### src/design/dqu_pkg.sv
// Shared types and constants for the double-ended queue unit.
// No dependencies; imported by the controller, the datapath and the top level.
package dqu_pkg;

  localparam int DATA_W      = 32;
  localparam int OP_W        = 3;
  localparam int STATUS_W    = 2;
  localparam int FILL_W      = 5;
  localparam int DEPTH_DEF   = 16;
  localparam int ELEM_W_DEF  = 32;

  // operation codes
  localparam logic [OP_W-1:0] OP_PUSH_BACK  = 3'd0;
  localparam logic [OP_W-1:0] OP_PUSH_FRONT = 3'd1;
  localparam logic [OP_W-1:0] OP_POP_BACK   = 3'd2;
  localparam logic [OP_W-1:0] OP_POP_FRONT  = 3'd3;
  localparam logic [OP_W-1:0] OP_CLEAR      = 3'd4;

  // status codes
  localparam logic [STATUS_W-1:0] STAT_OK    = 2'd0;
  localparam logic [STATUS_W-1:0] STAT_EMPTY = 2'd1;
  localparam logic [STATUS_W-1:0] STAT_FULL  = 2'd2;

  typedef struct packed {
    logic [OP_W-1:0]   operation;
    logic [DATA_W-1:0] element_in;
  } in_word_t;

  typedef struct packed {
    logic [DATA_W-1:0]   element_out;
    logic                element_valid;
    logic [STATUS_W-1:0] status;
    logic [FILL_W-1:0]   fill_count;
  } out_word_t;

  typedef enum logic [1:0] {
    S_IDLE,
    S_EXEC,
    S_LOAD
  } dqu_state_t;

  typedef struct packed {
    logic capture;  // latch the input word
    logic exec;     // update pointers, access slot memory
    logic load;     // fill the output register
  } dqu_cmd_t;

endpackage

### src/design/dqu_ctrl.sv
// Controller for the double-ended queue unit: sequences capture, execute and load.
// Depends on dqu_pkg.
module dqu_ctrl (
  input  logic            clk,
  input  logic            rst_n,
  input  logic            in_valid,
  output logic            in_ready,
  output logic            out_valid,
  input  logic            out_ready,
  output dqu_pkg::dqu_cmd_t cmd
);
  import dqu_pkg::*;

  dqu_state_t state_r, state_nxt;
  logic       out_valid_r, out_valid_nxt;

  always_comb begin
    state_nxt = state_r;
    case (state_r)
      S_IDLE: begin
        if (in_valid) state_nxt = S_EXEC;
      end
      S_EXEC: state_nxt = S_LOAD;
      S_LOAD: begin
        if (!out_valid_r || out_ready) state_nxt = S_IDLE;
      end
      default: state_nxt = S_IDLE;
    endcase
  end

  always_comb begin
    in_ready    = (state_r == S_IDLE);
    cmd.capture = (state_r == S_IDLE) && in_valid;
    cmd.exec    = (state_r == S_EXEC);
    cmd.load    = (state_r == S_LOAD) && (!out_valid_r || out_ready);
  end

  // hold the result until taken; a fresh load replaces a word taken this cycle
  always_comb begin
    out_valid_nxt = out_valid_r;
    if (out_valid_r && out_ready) out_valid_nxt = 1'b0;
    if (cmd.load) out_valid_nxt = 1'b1;
  end

  always_ff @(posedge clk) begin
    if (!rst_n) begin
      state_r     <= S_IDLE;
      out_valid_r <= 1'b0;
    end else begin
      state_r     <= state_nxt;
      out_valid_r <= out_valid_nxt;
    end
  end

  assign out_valid = out_valid_r;

  a_accept_exec : assert property (@(posedge clk) disable iff (!rst_n)
    in_valid && in_ready |=> state_r == S_EXEC)
    else $error("accepted word did not move to execute");

  a_exec_load : assert property (@(posedge clk) disable iff (!rst_n)
    state_r == S_EXEC |=> state_r == S_LOAD)
    else $error("execute not followed by load");

  a_load_valid : assert property (@(posedge clk) disable iff (!rst_n)
    cmd.load |=> out_valid_r && state_r == S_IDLE)
    else $error("load did not present a result");

endmodule

### src/design/dqu_datapath.sv
// Datapath for the double-ended queue unit: slot memory, head and count, output register.
// Depends on dqu_pkg; driven by dqu_ctrl commands.
module dqu_datapath #(
  parameter int DEPTH  = dqu_pkg::DEPTH_DEF,
  parameter int ELEM_W = dqu_pkg::ELEM_W_DEF
) (
  input  logic              clk,
  input  logic              rst_n,
  input  dqu_pkg::dqu_cmd_t cmd,
  input  dqu_pkg::in_word_t in_word,
  output dqu_pkg::out_word_t out_word
);
  import dqu_pkg::*;

  localparam int AW    = $clog2(DEPTH);
  localparam int CW    = $clog2(DEPTH + 1);
  localparam int SUM_W = AW + 2;
  localparam int SW    = (ELEM_W < DATA_W) ? ELEM_W : DATA_W;

  logic [SW-1:0]       mem [DEPTH];
  logic [OP_W-1:0]     op_r;
  logic [SW-1:0]       elem_r;
  logic [AW-1:0]       head_r, head_nxt;
  logic [CW-1:0]       count_r, count_nxt;
  logic [SW-1:0]       rd_data_r;
  logic                res_valid_r;
  logic [STATUS_W-1:0] res_status_r;
  out_word_t           out_r;

  logic [AW-1:0]       addr;
  logic                wr_en;
  logic                pop_ok;
  logic [STATUS_W-1:0] status;
  logic                full, empty;

  // sum is below twice the depth, so one subtract wraps it
  function automatic logic [AW-1:0] wrap(input logic [SUM_W-1:0] s);
    logic [SUM_W-1:0] w;
    w = (s >= SUM_W'(DEPTH)) ? s - SUM_W'(DEPTH) : s;
    return w[AW-1:0];
  endfunction

  assign full  = (count_r == CW'(DEPTH));
  assign empty = (count_r == '0);

  always_comb begin
    head_nxt  = head_r;
    count_nxt = count_r;
    addr      = head_r;
    wr_en     = 1'b0;
    pop_ok    = 1'b0;
    status    = STAT_OK;
    case (op_r)
      OP_PUSH_BACK: begin
        if (full) begin
          status = STAT_FULL;
        end else begin
          addr      = wrap(SUM_W'(head_r) + SUM_W'(count_r));
          wr_en     = 1'b1;
          count_nxt = count_r + 1'b1;
        end
      end
      OP_PUSH_FRONT: begin
        if (full) begin
          status = STAT_FULL;
        end else begin
          head_nxt  = (head_r == '0) ? AW'(DEPTH - 1) : head_r - 1'b1;
          addr      = head_nxt;
          wr_en     = 1'b1;
          count_nxt = count_r + 1'b1;
        end
      end
      OP_POP_BACK: begin
        if (empty) begin
          status = STAT_EMPTY;
        end else begin
          addr      = wrap(SUM_W'(head_r) + SUM_W'(count_r) - SUM_W'(1));
          pop_ok    = 1'b1;
          count_nxt = count_r - 1'b1;
        end
      end
      OP_POP_FRONT: begin
        if (empty) begin
          status = STAT_EMPTY;
        end else begin
          addr      = head_r;
          pop_ok    = 1'b1;
          head_nxt  = wrap(SUM_W'(head_r) + SUM_W'(1));
          count_nxt = count_r - 1'b1;
        end
      end
      OP_CLEAR: begin
        head_nxt  = '0;
        count_nxt = '0;
      end
      default: ;
    endcase
  end

  always_ff @(posedge clk) begin
    if (!rst_n) begin
      head_r  <= '0;
      count_r <= '0;
    end else if (cmd.exec) begin
      head_r  <= head_nxt;
      count_r <= count_nxt;
    end
  end

  always_ff @(posedge clk) begin
    if (cmd.capture) begin
      op_r   <= in_word.operation;
      elem_r <= SW'(in_word.element_in);
    end
    if (cmd.exec) begin
      res_valid_r  <= pop_ok;
      res_status_r <= status;
    end
  end

  // single-port slot memory with registered read
  always_ff @(posedge clk) begin
    if (cmd.exec) begin
      if (wr_en) mem[addr] <= elem_r;
      rd_data_r <= mem[addr];
    end
  end

  always_ff @(posedge clk) begin
    if (cmd.load) begin
      out_r.element_out   <= res_valid_r ? DATA_W'(rd_data_r) : '0;
      out_r.element_valid <= res_valid_r;
      out_r.status        <= res_status_r;
      out_r.fill_count    <= FILL_W'(count_r);
    end
  end

  assign out_word = out_r;

  a_count_bound : assert property (@(posedge clk) disable iff (!rst_n)
    count_r <= CW'(DEPTH) && head_r <= AW'(DEPTH - 1))
    else $error("head or count out of range");

  a_clear : assert property (@(posedge clk) disable iff (!rst_n)
    cmd.exec && op_r == OP_CLEAR |=> count_r == '0 && head_r == '0)
    else $error("clear left elements behind");

  a_pop_count : assert property (@(posedge clk) disable iff (!rst_n)
    cmd.exec && pop_ok |=> count_r == $past(count_r) - 1'b1)
    else $error("pop did not shrink the queue by one");

endmodule

### src/design/double_ended_queue_unit.sv
// Top level of the double-ended queue unit: joins dqu_ctrl and dqu_datapath.
// Depends on dqu_pkg.
//
// Each accepted word (push back, push front, pop back, pop front or clear)
// yields exactly one result word. From acceptance to result a word passes
// through capture, one access to the single-port slot memory (whose read is
// registered), and a load of the output register. The next word is accepted
// once the previous one has reached the output register, even if that result
// is still waiting, so the unit works on one word at a time; a stalled output
// holds the following word in the load step. Pushes to a full queue are
// dropped and flagged, pops from an empty queue are flagged and return zero.
// fill_count carries the low 5 bits of the element count.
module double_ended_queue_unit #(
  parameter int DEPTH  = dqu_pkg::DEPTH_DEF,
  parameter int ELEM_W = dqu_pkg::ELEM_W_DEF
) (
  input  logic               clk,
  input  logic               rst_n,
  input  logic               in_valid,
  output logic               in_ready,
  input  dqu_pkg::in_word_t  in_data,
  output logic               out_valid,
  input  logic               out_ready,
  output dqu_pkg::out_word_t out_data
);
  import dqu_pkg::*;

  dqu_cmd_t cmd;

  dqu_ctrl u_ctrl (
    .clk       (clk),
    .rst_n     (rst_n),
    .in_valid  (in_valid),
    .in_ready  (in_ready),
    .out_valid (out_valid),
    .out_ready (out_ready),
    .cmd       (cmd)
  );

  dqu_datapath #(
    .DEPTH  (DEPTH),
    .ELEM_W (ELEM_W)
  ) u_datapath (
    .clk      (clk),
    .rst_n    (rst_n),
    .cmd      (cmd),
    .in_word  (in_data),
    .out_word (out_data)
  );

endmodule
### config.mk
export PLATFORM = sky130hd
export DESIGN_NAME = double_ended_queue_unit
export DESIGN_NICKNAME = d
export VERILOG_FILES = /design/src/design/dqu_pkg.sv /design/src/design/dqu_ctrl.sv /design/src/design/dqu_datapath.sv /design/src/design/double_ended_queue_unit.sv
export SDC_FILE = /design/constraint.sdc
export NUM_CORES = 1
export LEC_CHECK = 0
export ABC_AREA = 1
export BUFFER_PORTS_ARGS = -buffer_cell sky130_fd_sc_hd__buf_2
export CAP_MARGIN = 10
export CORE_ASPECT_RATIO = 0.75
export CORE_MARGIN = 3
export CORE_UTILIZATION = 44
export DETAILED_ROUTE_END_ITERATION = 10
export SLEW_MARGIN = 20
export SYNTH_ARGS = -nofsm -noshare
export SYNTH_HDL_FRONTEND = slang
export SYNTH_SLANG_ARGS = --single-unit
### constraint.sdc
create_clock -name clk -period 5.54 [get_ports clk]
set_clock_uncertainty 0.2 [all_clocks]
set_input_delay 0.554 -clock clk [delete_from_list [all_inputs] [get_ports clk]]
set_output_delay 0.554 -clock clk [all_outputs]
set_load 0.02 [all_outputs]
After elaboration in Yosys (flattened, before gate mapping)
Memories as Yosys holds them, arrays and structs flattened. A register that Yosys moved wholly into a read port is not among the register bits.
Index checks and enable logic that the tools add are counted.
W data, S select, Z words.
Operators by class
  eq/ne operators: 12
  magnitude comparators: 3
  multiplexer cells: 27
  add/sub/neg operators: 9
  reductions and logical operators: 17
Operators with widths (number)
  $mux W4: 8
  $pmux W4 S3: 2
  $sub A4 B1 Y4 const B: 4
  $pmux W5 S3: 1
  $ge A6 B5 Y1 const B: 2
  $mux W5: 2
  $ne A2 B2 Y1 const B: 5
  $mux W1: 9
  $add A4 B5 Y6: 1
  $eq A3 B2 Y1 const B: 2
  $mux W2: 3
  $pmux W2 S3: 1
  $reduce_bool A3 Y1: 2
  $sub A6 B1 Y6 const B: 1
  $add A4 B1 Y5 const B: 1
  $add A5 B1 Y5 const B: 1
  $eq A5 B5 Y1 const B: 1
  $ge A5 B5 Y1 const B: 1
  $logic_not A5 Y1: 1
  $sub A5 B1 Y5 const B: 1
  $logic_not A4 Y1: 1
  $pmux W2 S2: 1
  $reduce_and A4 Y1: 1
  $reduce_or A2 Y1: 2
  12 further kinds: 14
Storage, ports and cells
  memories kept: 1
  logic and storage cells: 81
  input port bits: 39
  output and inout bits: 42
  memory bits (writable): 512
  register bits: 90
Memory list
  u_datapath.mem: depth 16, bits a word 32, read ports 1, clocked after memory_dff 1, write ports 1, line dqu_datapath.sv:20  | logic [SW-1:0] mem [DEPTH];

Depth between registers and ports, before layout
Gate-level depths: netlist of run 1.
  depth after elaboration: 6
  gate-level depth with buffers: 18
  mapped depth without buffers: 17

By module
From an unflattened synthesis of run 1, not the netlist that was laid out.
Second synthesis, totals
  cell total of the unflattened synthesis: 2496
  area total of the unflattened synthesis: 26686.8 µm²
Modules (own cells, without submodules)
  dqu_datapath: seq. area each 18858.1 µm², times used 1, cells an instance 2475, area each 26539.2 µm²
  dqu_ctrl: seq. area each 60.1 µm², times used 1, cells an instance 21, area each 147.6 µm²

Worst setup path before layout of run 1
OpenSTA, ideal clock, no wires.
  path type: register to register
  from: reg u_ctrl.state_r[0]
  to: mem u_datapath.mem[10][0] (netlist bit) (enable)
  slack: 0.935 ns
  buffers on the path: 0
  required time: 4.919 ns
  clock period less this slack: 4.605 ns
  stages on the path, launching flop included: 7
  library setup time: 0.421 ns
  data arrival time: 3.984 ns
  cells stage by stage: dfxtp_1 -> inv_1 -> nor2_1 -> inv_1 -> nor2_1 -> nand3_1 -> nor2_1
Between the ends
  word-level cells in the longest chain between the ends: 3
Ends and longest elaborated chain
  start, declared: line dqu_ctrl.sv:14  | dqu_state_t state_r, state_nxt;
  start signal, assigned: line dqu_ctrl.sv:50  | state_r <= state_nxt;
  $eq A2 B1 Y1: line dqu_ctrl.sv:34  | cmd.exec = (state_r == S_EXEC);
  $mux W1: line dqu_datapath.sv:123  | if (cmd.exec) begin
  $mux W1 (implied by the code): line dqu_datapath.sv:124  | if (wr_en) mem[addr] <= elem_r;
  end, declared: line dqu_datapath.sv:20
Every way passes these cells.

Worst setup path after layout of run 1
  from: reg u_datapath.count_r[0]
  to: mem u_datapath.mem[7][5] (netlist bit) (enable)
Between the ends
  word-level cells in the longest chain between the ends: 6
  elaborated cells between the ends (all ways): 19
  those cells by class: add/sub (4); order compare (2); eq/ne (1); mux (11); reduce/logical (1)
Ends and longest elaborated chain
  start, declared: line dqu_datapath.sv:24  | logic [CW-1:0] count_r, count_nxt;
  start signal, assigned: line dqu_datapath.sv:106  | count_r <= count_nxt;
  $add A4 B5 Y6 or $eq A5 B5 Y1 (tied branches): line dqu_datapath.sv:58, dqu_datapath.sv:77, dqu_datapath.sv:43
  $sub A6 B1 Y6 or $mux W1 (tied branches): line dqu_datapath.sv:77, dqu_datapath.sv:55, dqu_datapath.sv:64
  $ge A6 B5 Y1, or another cell as far along: line dqu_datapath.sv:39  | w = (s >= SUM_W'(DEPTH)) ? s - SUM_W'(DEPTH) : s;
  $mux W4 or $mux W1 (tied branches): line dqu_datapath.sv:39, dqu_datapath.sv:124
  $mux W4 or $mux W1 (tied branches): line dqu_datapath.sv:74, dqu_datapath.sv:123
  $pmux W4 S3 or $mux W1 (tied branches): line dqu_datapath.sv:53, dqu_datapath.sv:124
Several ways; a longest one is shown, not always the timed one.

==> results.txt, run 1 <==
total iterations of the first detailed-routing run -> 5
Synth area leader -> edfxtp_1
GP Congestion -> 0.824
Setup TNS Final -> 0 ns
htree depth -> 2
mux cell area share after synthesis -> 0%
vias in the first global route -> 17.3k
crit path DAT -> 4.77 ns
CP Buf/Inv Count -> 3
Clock Pin Slew Worst Setup and Hold Paths -> 0.06 ns
simple-gate portion of the synthesized area -> 23.3%
first-pass GRT wire length -> 103 mm
Seq cells post-synth -> 634
placed instance area -> 0.0280 mm²
initial DRC count -> 1954
Clock Latency Late Sink -> 0.63 ns
largest family of logic cells by synthesized area -> simple AND/OR/NAND/NOR gates
Leakage Power -> 12.5 nW
Synth Area in XOR/XNOR -> 0.197%
initial antenna violation count -> 0
Remaining DRCs -> 0
dpl hpwl -> 35.3 mm
CP max stage cell -> nor2_4
FF-to-FF setup slack -> 0.88 ns
Period Utilization, post-route -> 84.1%
Startpoint Class -> flop
worst stage delay on the critical path -> 0.74 ns
Ant. Diodes -> 0
drt wl/cell -> 19.5 µm
setup violators final -> 0
Post-Syn Area -> 0.0266 mm²
post-synthesis compound-gate area fraction -> 0.798%
top cells by area, synth -> edfxtp_1 (70%), nand2_1 (17%), nand3_1 (5.1%), inv_1 (1.7%), buf_2 (1.5%)
HP Class -> in2reg
Syn Area/Cell -> 10.7 µm²
hold buffers post-CTS -> 36
f_max -> 215 MHz
largest net degree at the start of global routing -> 179
Final Hold Viols -> 0
die area -> 0.0636 mm²
Synthesized Nets -> 2542
capturing element type of the critical path -> flop
unrepaired setup endpoints after global routing -> no
Crit Path Max Fanout -> 32
adder-cell share of the synthesized area -> 0.573%
proportion of layout cells with a drive suffix above 1 -> 9.97%
TritonCTS clock tree -> done
routed vias/inst -> 5.18
VDD IR-drop max -> 0.266 mV
status -> finished, final reports clean
Post-CTS Setup Bufs -> 0
Cells after Synth -> 2492
CTS sink cnt -> 634
post-route minimum period -> 4.66 ns
Core Area -> 0.0594 mm²
Final Max Slew Viols -> 0
Pwr Density -> 355 mW/mm²
Worst EP required -> 5.65 ns
GRT Util Overall -> 20.9%
Final Cell Area -> 0.0304 mm²
Port Buffer Count -> 80
crit-path leading delay family -> simple AND/OR/NAND/NOR gates
Root Driver -> clkbuf_16
Synth warnings -> 0
max_slew headroom -> 22.8%
I/O pin cnt -> 81
initial core utilization -> 44.8%
Critical Path, Cell by Cell -> ha_1 -> fa_1 -> inv_1 -> ha_1 -> nand2_1 -> o211ai_1 -> nand2_1 -> o21bai_4 -> inv_4 -> nand3_1 -> nor2_4 -> buf_4
PostCTS Resize Cnt -> 0
Area growth, synth to finish -> 13.9%
total gr overflow -> 0
kind of critical path -> reg2reg
Horiz. Die Dim -> 290 µm
worst slew pin tran -> 1.16 ns
via count -> 17.7k
final wirelength -> 66.7 mm
max-cap violations -> 0
CTS Buf Count -> 61
row cnt -> 77
Seq/Total Area, Yosys -> 71.0%
post-synth top area share -> 70.1%
die height -> 219 µm
clk buf depth -> 3
Final Net Count -> 2630
Routed Antenna Nets -> 0
Netlist cell types -> 33
Fill cells -> 5240
[registers in the layout (all words and copies together) (netlist names)]
name / flops
u_datapath.out_word: 40
u_datapath.res_status_r: 2
u_ctrl.state_r: 2
u_datapath.elem_r: 32
u_ctrl.out_valid: 1
u_datapath.res_valid_r: 1
u_datapath.count_r: 5
u_datapath.head_r: 4
u_datapath.op_r: 3
u_datapath.mem: 512
u_datapath.rd_data_r: 32
[stage by stage]
stage / std cells / utilization [%] / hold slack [ns] / worst slack, ns / power [mW]
CTS: 3419 / 51.1 / 0.0288 / 0.889 / 10.9
detailed placement: 3271 / 47.1 / 0.205 / 0.923 / 6.70
global route: 3419 / 51.1 / 0.0571 / 0.678 / 11.2
global placement: 3271 / 47.1 / 0.207 / 0.899 / 6.69
floorplan: 2492 / - / 0.200 / 0.935 / 6.32
finish: 3419 / 51.1 / 0.0509 / 0.880 / 10.8
[routing by layer]
layer  vias to the layer above  GRT usage, %  part of all wire, %
met5                         -             0                    0
li1                       8447             -                    -
met4                         0          5.20                  2.1
met3                        98          3.44                  7.2
met1                      8591          31.0                   47
met2                       585          32.5                   44
[cells in the mapped netlist]
cell type     n
nand2_2       3
nand2_1    1202
nand4_1       4
inv_1       123
buf_2        82
buf_4         3
ha_1          9
nand3_2       1
o211ai_1      2
o211a_1       1
inv_2        15
xnor2_1       2
nor3_1        4
fa_1          2
nor2_4        2
nor4_1        1
xor2_1        4
nand3_4       1
clkbuf_1     44
o21a_1        2
dfxtp_1      12
nor2_2        4
nand3_1     274
o21ai_0       9
a31oi_1       4
o21ai_1       2
or2_2         3
edfxtp_1    622
nor2_1       40
o21bai_2      1
o21ai_2       1
a21oi_1      11
a21oi_2       2
[cell families after synthesis]
group,count (synthesis)
xor gates and xnor gates,6
AOI/OAI and AO/OA,35
DFF,634
buffers and inverters,267
and+or+nand+nor,1539
adders and majority gates,11
[final timing paths]
check | startpoint | depth (start not counted) | endpoint
worst max-delay path | u_datapath.count_r[0] | 12 | u_datapath.mem[7][5]
worst min register to register | u_datapath.res_status_r[0] | 0 | u_datapath.out_word[5]
worst min-delay path | out_ready | 4 | u_ctrl.state_r[1]
worst max register to register | u_datapath.count_r[0] | 12 | u_datapath.mem[7][5]
[power by group]
group	internal [mW]	switching [mW]	leakage (nW)
registers	5.37	0.0959	5.73
clock network	2.36	1.81	0.956
logic	0.317	0.836	5.76
total	8.04	2.74	12.5
[layout by cell type (no fill, tap or decap), drive strengths merged, types with 4 or more instances in the layout]
master and n:
nand2 1205, nor3 4, dfxtp 12, clkinvlp 6, nand3 276, a31oi 4, ha 9, o21ai 12
dlygate4sd3 36, clkbuf 73, nand4 4, clkinv 25, buf 118, edfxtp 622, xor2 4, nor2 46
bufinv 7, inv 139, a21oi 13
[layout make-up]
class	instances	area (µm²)	share of cell area, %
clock buffer	73	1580	5.21
multi-input combinational	1591	6810	22.4
inverter	138	520	1.71
sequential	634	18900	62.3
clock inverter	39	392	1.29
timing repair buffer	154	1150	3.77
tap	790	988	3.26
[worst min-delay path, delay by kind of cell]
| kind | cells | cell delay (ns) |
|---|---|---|
| AOI/OAI and AO/OA | 1 | 0.06 |
| buffers and inverters | 1 | 0.08 |
| and+or+nand+nor | 2 | 0.13 |
No activity file was read; power rests on OpenSTA's default activity.
==> run 2: changes to the inputs <==
Settings changed: ABC_AREA 1 to 0.
Clock period 5.54 ns to 4.5 ns, I/O delays scaled along.
==> results.txt, run 2 <==
crit path DAT -> 4.01 ns (-0.76 ns)
Worst EP required -> 4.58 ns (-1.07 ns)
asr flop ratio synth -> 0% (unchanged)
final wirelength -> 59.0 mm (-12%)
initial core utilization -> 45.0% (+0.14 points)
clock power share -> 38.5% (-0.2 points)
clk buf depth -> 3 (unchanged)
sw frac -> 23.7% (-1.7 points)
Synthesized Nets -> 1756 (-31%)
Worst Reg-to-Reg Cells -> 11 (-1)
Clock Pin Slew Worst Setup and Hold Paths -> 0.06 ns (about the same)
I/O pin cnt -> 81 (unchanged)
largest net degree at the start of global routing -> 148 (-17%)
Setup TNS Final -> 0 ns (unchanged)
setup violators final -> 0 (unchanged)
Clock Latency Late Sink -> 0.62 ns (about the same)
Seq/Total Area, Yosys -> 74.5% (+3.5 points)
first-pass GRT wire length -> 88.9 mm (-14%)
kind of critical path -> reg2reg
HP Class -> reg2reg
top cells by area, synth -> edfxtp_1 (74%), a21oi_1 (4.2%), nand2_1 (4.0%), a22oi_1 (3.8%), mux2i_1 (3.8%)
vias in the first global route -> 14.3k (-17%)
commonest non-fill, non-tap cell in the layout -> edfxtp_1
die area -> 0.0607 mm² (-4.6%)
Fill cells -> 4735 (-9.6%)
Netlist cell types -> 58 (+76%)
GP Congestion -> 0.768 (-6.8%)
Core Area -> 0.0565 mm² (-5.0%)
Cells after Synth -> 1706 (-32%)
die height -> 214 µm (-2.3%)
Synth warnings -> 0 (unchanged)
routed vias/inst -> 5.54 (+6.9%)
Port Buffer Count -> 80 (unchanged)
Comb power frac -> 10.4% (-0.3 points)
min setup slack post-route -> 0.568 ns (-0.312 ns)
register share of total power -> 51.1% (+0.4 points)
Post-Syn Area -> 0.0254 mm² (-4.7%)
Routed Antenna Nets -> 0 (unchanged)
Final Net Count -> 1873 (-29%)
capturing element type of the critical path -> flop
initial DRC count -> 1294 (-34%)
Remaining DRCs -> 0 (unchanged)
drt wl/cell -> 22.4 µm (+15%)
post-route minimum period -> 3.93 ns (-0.728 ns)
proportion of layout cells with a drive suffix above 1 -> 16.3% (+6.3 points)
max reg flops -> 512 (unchanged)
initial antenna violation count -> 0 (unchanged)
via count -> 14.6k (-17%)
Startpoint Class -> flop
most common cell in the netlist -> edfxtp_1
Largest Register -> u_datapath.mem
total gr overflow -> 0 (unchanged)
CTS sink cnt -> 634 (unchanged)
max-cap violations -> 0 (unchanged)
row cnt -> 75 (-2.6%)
status -> finished, final reports clean
Final Max Slew Viols -> 0 (unchanged)
Post-CTS Setup Bufs -> 0 (unchanged)
dominant synthesized flop cell -> edfxtp_1
Ant. Diodes -> 0 (unchanged)
commonest non-fill, non-tap cells in the layout -> edfxtp_1 (622), nand2_1 (273), a21oi_1 (213), a22oi_1 (129), mux2i_1 (96)
max_slew headroom -> 36.5% (+14 points)
Setup WS pre-CTS -> 0.532 ns (-0.391 ns)
Pint -> 10.0 mW (+25%)
worst slew pin tran -> 0.953 ns (-0.206 ns)
Switch Pwr -> 3.11 mW (+13%)
footprint of the multi-input gates -> 0.00592 mm² (-13%)
unrepaired setup endpoints after global routing -> no
post-synth top area share -> 73.5% (+3.4 points)
Seq cells post-synth -> 634 (unchanged)
Synth area leader -> edfxtp_1
Root Driver -> clkbuf_16
Area growth, synth to finish -> 14.6%
dpl hpwl -> 30.7 mm (-13%)
GRT Util Overall -> 19.1% (-1.8 points)
Sequential cell area -> 0.0189 mm² (unchanged)
Leakage Power -> 9.49 nW (-24%)
Syn Area/Cell -> 14.9 µm² (+39%)
Pwr Density -> 451 mW/mm² (+27%)
CTS Buf Count -> 58 (-4.9%)
f_max -> 254 MHz (+19%)
Horiz. Die Dim -> 283 µm (-2.3%)
TritonCTS clock tree -> done
htree depth -> 2 (unchanged)
worst hold stages -> 0 (-4)
total iterations of the first detailed-routing run -> 5 (unchanged)
Period Utilization, post-route -> 87.4% (+3.3 points)
Final Hold Viols -> 0 (unchanged)
Crit Path Max Fanout -> 17 (-47%)
VDD IR-drop max -> 0.353 mV (+33%)
number of synthesized flops with an enable pin -> 622 (unchanged)
Post-synth top cells -> edfxtp_1 (622), nand2_1 (274), a21oi_1 (213)
## run 2: through the flow
| step | power [mW] | instance area, µm² | utilization [%] | cells | hold slack, ns |
|---|---|---|---|---|---|
| floorplan | 7.84 | 25400 | - | 1706 | 0.200 |
| detailed placement | 8.18 | 26800 | 47.4 | 2493 | 0.205 |
| finish | 13.1 | 29100 | 51.6 | 2640 | 0.218 |
| global placement | 8.16 | 26800 | 47.4 | 2493 | 0.203 |
| CTS | 13.2 | 29100 | 51.6 | 2640 | 0.218 |
| global route | 13.6 | 29100 | 51.6 | 2640 | 0.226 |
## run 2: layer usage
| metal | part of all wire [%] | global-route usage (%) |
|---|---|---|
| met5 | 0 | 0 |
| met4 | 2.0 | 5.48 |
| met3 | 5.7 | 2.89 |
| met2 | 45 | 29.6 |
| met1 | 47 | 28.4 |
## run 2: power by group through the flow
stage               logic [mW]  clock network (mW)  registers [mW]
finish                    1.37                5.06            6.71
global route              1.51                5.39            6.72
CTS                       1.37                5.16            6.71
detailed placement        1.34                   0            6.84
global placement          1.32                   0            6.83
floorplan                 1.04                   0            6.80
## run 2: repair_timing
action / 4_1_cts / 5_1_grt
endpoints found under the hold margin: 47 / 0
setup endpoints to repair: 0 / 0
hold buffers: 40 / 0
resized for setup: 0 / 0
## run 2: worst paths after layout
path / from / endpoint / slack, ns
setup / recovery: u_datapath.head_r[0] / u_datapath.mem[10][22] / 0.57
hold / removal: u_datapath.res_status_r[1] / u_datapath.out_word[6] / 0.22
setup reg to reg: u_datapath.head_r[0] / u_datapath.mem[10][22] / 0.57
hold reg to reg: u_datapath.res_status_r[1] / u_datapath.out_word[6] / 0.22
## run 2: cell type report
cell class | count | area share [%]
sequential | 634 | 65.0
multi-input combinational | 950 | 20.3
clock buffer | 70 | 5.21
timing repair buffer | 170 | 4.60
tap | 770 | 3.31
clock inverter | 37 | 1.47
inverter | 9 | 0.116
## run 2: worst max-delay path: stages (launching register included)
cell      delay [ns]
dfxtp_1         0.52
ha_1            0.26
fa_1            0.47
nor3_1          0.25
xnor3_1         0.26
a21boi_0        0.16
o21ai_0         0.12
nand3_2         0.18
buf_4           0.25
nand2b_1        0.27
nor2_4          0.26
buf_4           0.40
## run 2: cell families after synthesis
family,after synthesis,share of synthesized area [%]
AO/OA/AOI/OAI,434,11.0
XOR/XNOR,7,0.296
adder cells (fa/ha/maj),11,0.601
buffers and inverters,122,2.91
flip-flops,634,74.5
multiplexers,97,3.83
AND/OR/NAND/NOR,401,6.94
